**src/rtl/ogc_pkg.sv**
```systemverilog
`timescale 1ns / 1ps

package ogc_pkg;

	localparam int AXIS_CELLS = 64;
	localparam int MAX_RADIUS = 15;

	// bitmap geometry: one row holds all cells along the first axis
	localparam int AXW    = $clog2(AXIS_CELLS);
	localparam int ROW_AW = 2 * AXW;
	localparam int ROWS   = 1 << ROW_AW;

	// fixed field widths
	localparam int OP_W    = 2;
	localparam int CW      = 8;
	localparam int MR_W    = 4;
	localparam int CLR_W   = 4;
	localparam int COUNT_W = 19;
	localparam int SIZE_W  = 7;
	localparam int CFG_IDX_W = 2;

	// radius and offset widths
	localparam int RW  = $clog2(MAX_RADIUS + 1);
	localparam int DW  = RW + 1;
	localparam int MRW = (RW > MR_W) ? RW : MR_W;
	localparam int SW  = ((CW > DW) ? CW : DW) + 1;
	localparam int EW  = $clog2(AXIS_CELLS + 1);
	localparam int CMW = ((SW - 1) > EW) ? (SW - 1) : EW;
	localparam int SXW = (SIZE_W > EW) ? SIZE_W : EW;

	localparam logic [RW-1:0] RMAX = RW'(MAX_RADIUS);

	localparam logic [OP_W-1:0] OP_QUERY     = 2'd0;
	localparam logic [OP_W-1:0] OP_MARK      = 2'd1;
	localparam logic [OP_W-1:0] OP_CLEARANCE = 2'd2;

	localparam logic [CFG_IDX_W-1:0] REG_SIZE_I = 2'd0;
	localparam logic [CFG_IDX_W-1:0] REG_SIZE_J = 2'd1;
	localparam logic [CFG_IDX_W-1:0] REG_SIZE_K = 2'd2;

	localparam logic [SIZE_W-1:0] SIZE_RESET = 7'd64;

	typedef struct packed {
		logic [OP_W-1:0]      op;
		logic signed [CW-1:0] coord_i;
		logic signed [CW-1:0] coord_j;
		logic signed [CW-1:0] coord_k;
		logic [MR_W-1:0]      search_radius;
	} req_t;

	typedef struct packed {
		logic               blocked;
		logic [CLR_W-1:0]   clearance;
		logic [COUNT_W-1:0] blocked_count;
	} rsp_t;

	typedef struct packed {
		logic signed [DW-1:0] di;
		logic signed [DW-1:0] dj;
		logic signed [DW-1:0] dk;
	} offset_t;

	typedef struct packed {
		logic [EW-1:0] i;
		logic [EW-1:0] j;
		logic [EW-1:0] k;
	} extent_t;

	typedef struct packed {
		logic              in_bounds;
		logic [ROW_AW-1:0] row;
		logic [AXW-1:0]    col;
	} loc_t;

	typedef struct packed {
		logic                  en;
		logic [ROW_AW-1:0]     addr;
		logic [AXIS_CELLS-1:0] data;
	} wr_t;

	// size register clamped to the storage extent
	function automatic logic [EW-1:0] eff_size(input logic [SIZE_W-1:0] s);
		logic [SXW-1:0] sx;
		sx = SXW'(s);
		if (sx > SXW'(AXIS_CELLS)) begin
			return EW'(AXIS_CELLS);
		end
		return EW'(sx);
	endfunction

endpackage

```
**src/rtl/ogc_addr.sv**
```systemverilog
`timescale 1ns / 1ps

module ogc_addr (
	input  ogc_pkg::req_t    ctr,
	input  ogc_pkg::offset_t ofs,
	input  ogc_pkg::extent_t lim,
	output ogc_pkg::loc_t    loc
);
	import ogc_pkg::*;

	logic signed [SW-1:0] si;
	logic signed [SW-1:0] sj;
	logic signed [SW-1:0] sk;

	function automatic logic axis_in(input logic signed [SW-1:0] s, input logic [EW-1:0] n);
		logic [CMW-1:0] mag;
		logic [CMW-1:0] top;
		mag = CMW'(s[SW-2:0]);
		top = CMW'(n);
		return !s[SW-1] && (mag < top);
	endfunction

	// shared add-and-bound unit: centre plus offset on each axis
	always_comb begin
		si = SW'(ctr.coord_i) + SW'(ofs.di);
		sj = SW'(ctr.coord_j) + SW'(ofs.dj);
		sk = SW'(ctr.coord_k) + SW'(ofs.dk);
		loc.in_bounds = axis_in(si, lim.i) && axis_in(sj, lim.j) && axis_in(sk, lim.k);
		loc.row       = {sk[AXW-1:0], sj[AXW-1:0]};
		loc.col       = si[AXW-1:0];
	end

endmodule

```
**config.mk**
```make
export PLATFORM = sky130hd
export DESIGN_NAME = ogc_addr
export DESIGN_NICKNAME = d
export VERILOG_FILES = /design/src/rtl/ogc_pkg.sv /design/src/rtl/ogc_addr.sv
export SDC_FILE = /design/constraint.sdc
export NUM_CORES = 1
export LEC_CHECK = 0
export BUFFER_PORTS_ARGS = -buffer_cell sky130_fd_sc_hd__buf_2
export CAP_MARGIN = 20
export CORE_ASPECT_RATIO = 1.2
export CORE_UTILIZATION = 50
export DETAILED_ROUTE_END_ITERATION = 8
export PLACE_DENSITY = 0.91
export SLEW_MARGIN = 25
export SYNTH_ARGS = -nofsm -noshare
export SYNTH_HDL_FRONTEND = slang
export SYNTH_SLANG_ARGS = --single-unit
```
**constraint.sdc**
```tcl
create_clock -name vclk -period 5.45
set_input_delay 0 -clock vclk [all_inputs]
set_output_delay 0 -clock vclk [all_outputs]
set_load 0.05 [all_outputs]
```
==> reports/qor.txt <==
status: finished clean
Die X: 50.7 um
# resized after CTS: 0
initial core utilization: 0.542
Post-DP HPWL: 2990 um
Die Y: 60.5 um
num sequential: 0
required time of the critical path: 5.45 ns
sequential-to-total area share from yosys stat: 0
post-route cell area: 1860 sq um
Synth area leader: ha_1
Hold-fix buffers, CTS: 0
via/cell ratio: 5.41
dominant cells by area after synthesis: ha_1 37%, inv_1 7.9%, xnor2_1 7.4%, a21oi_1 4.9%, fa_1 4.2%
non-filler instance count after layout: 301
Final Hold Fails: 0
Synth warnings: 0
Buffers on Ports: 79
Hold Crit Class: input pin to output pin
Routed WL per cell: 10.8 um
mux contribution to synthesized area: 0.00703
share of cells above drive strength 1: 0.317
post-synthesis cell type count: 35
worst rel slew slack: 0.766
Power Density: 164 nW/um^2
Post-Synth XOR/XNOR Area: 0.0861
number of global-route vias before repair: 1424
Reg area: 0 sq um
Max-Cap Viols: 0
Avg Synthesized Cell Area: 7.53 sq um
GRT overflow: 0
Period minus WS final: 2.99 ns
Inst Count DP: 301
global-route wire length before repair: 5270 um
GR Util All Layers: 0.211
Iter 0 DRT Violations: 20
RD Place Congestion: 0.810
# setup viols final: 0
Slew @ Worst Pin: 0.346 ns
Final nets: 381
final WL: 3240 um
VDD IR max: 0.122 mV
largest family of logic cells by synthesized area: adder cells
Place WS: 2.48 ns
Max Slew Vio Count: 0
crit path cell chain: buf_2, ha_1, inv_1, fa_1, nor2b_1, o31a_1, o21a_1, nor2_1, xnor2_1, ha_1, nand2_1, o22ai_1, or3_1, nor4_1, nand4_1, nor3_2, buf_2
area delta synth->final: 30.7%
critical path arrival: 2.99 ns
Crit. End Element: output pin
Largest stage delay, worst path: 0.39 ns
post-synth top area share: 0.369
fill count: 235
# DRC: 0
Tcrit/Tclk final: 0.548
area occupied by multi-input gates: 1310 sq um
initial antenna violation count: 0
Rows: 20
drt first pass iters: 4
Worst Slack Setup Final: 2.46 ns
vias post-DR: 1627
Startpoint Class: input pin
setup bufs post-CTS: 0
Slowest cell on crit path: fa_1
static leakage: 1.05 nW
Compound-Gate Fraction of Synth Area: 0.215
Tot Pwr: 0.306 mW
f_max: 0.335 GHz
Setup TNS Final: 0 ns
Post-Place Cell Area: 1860 sq um
Mapped Nets: 300
CORE AREA: 2630 sq um
simple-gate share of the synthesized area: 0.201
critical path class: input pin to output pin
Antenna diodes: 0
io pins: 85
full die area: 3070 sq um
Mapped Cells: 189
unrepaired setup endpoints after global routing: false
CP max FO: 3
clkbuf count: 0
Post-Syn Area: 1420 sq um
adder-cell share of the synthesized area: 0.411
Routed Antenna Nets: 0
largest net degree at the start of global routing: 6
-- power by group --
part / internal (mW) / switching, mW
Clock: 0 / 0
Sequential: 0 / 0
Combinational: 0.113 / 0.193
Total: 0.113 / 0.193
-- layout by cell type, fill, tap and decap left out, types with 3 or more instances in the layout --
master and instances:
nand2_1 5, nor3_1 6, nand2b_1 5, ha_1 42
nand4_1 7, xnor2_1 12, inv_1 30, or4_1 3
buf_2 79, a21oi_1 14, nor2_1 10, fa_1 3
o21ai_0 10, a21o_1 3, nor2b_1 3, nand3_1 3
or3_1 3, o21a_1 3, a31oi_1 3, nor4_1 3
-- worst paths after layout --
path,end,start,depth (start not counted),slack (ns)
worst min-delay path,loc[6],ofs[5],3,0.45
worst max-delay path,loc[18],ctr[20],17,2.46
-- worst max-delay path: cells and delay by family --
kind	cells	cell delay (ns)
compound gates	3	0.39
xor+xnor	1	0.13
buf+inv	3	0.44
simple gates	7	1.15
fa+ha+maj	3	0.90
-- layer usage --
metal,up-vias,share of wire,track usage
li1,854,-,-
met2,55,0.53,0.453
met1,718,0.43,0.243
met3,0,0.048,0.00251
met4,0,0,0
met5,-,0,0
-- synth_stat cells, drive strengths merged --
master,count
nor4,3
xor2,2
and2,1
or3b,1
or2,1
or3,3
a21oi,14
inv,30
mux2i,1
xnor2,12
nand2,5
a31oi,3
a211o,1
or4,3
o32ai,1
o21a,3
a21o,4
o41ai,1
nor2b,3
nor2,10
nand3,3
ha,42
o31a,2
nor3,7
fa,3
a222oi,1
nand4,7
nand2b,5
o22ai,2
o21bai,1
o21ai,10
a211oi,4
-- area by class of cell --
class	count	share of cell area
multi-input combinational	159	0.705
tap	33	0.0222
inverter	30	0.0605
timing repair buffer	79	0.213
-- through the flow --
stage	util	hold WS, ns
2_1_floorplan	-	0.377
3_3_place_gp	0.708	0.443
3_5_place_dp	0.708	0.446
4_1_cts	0.708	0.449
5_1_grt	0.708	0.472
6_report	0.708	0.445
-- kinds of logic (layout without fill, tap and decap cells) --
| logic type | after synthesis | count (layout) |
|---|---|---|
| and+or+nand+nor | 52 | 52 |
| AOI/OAI and AO/OA | 47 | 47 |
| adders and majority gates | 45 | 45 |
| buffers and inverters | 30 | 109 |
| xor gates and xnor gates | 14 | 14 |
| muxes | 1 | 1 |
No activity file was read; power rests on OpenSTA's default activity.
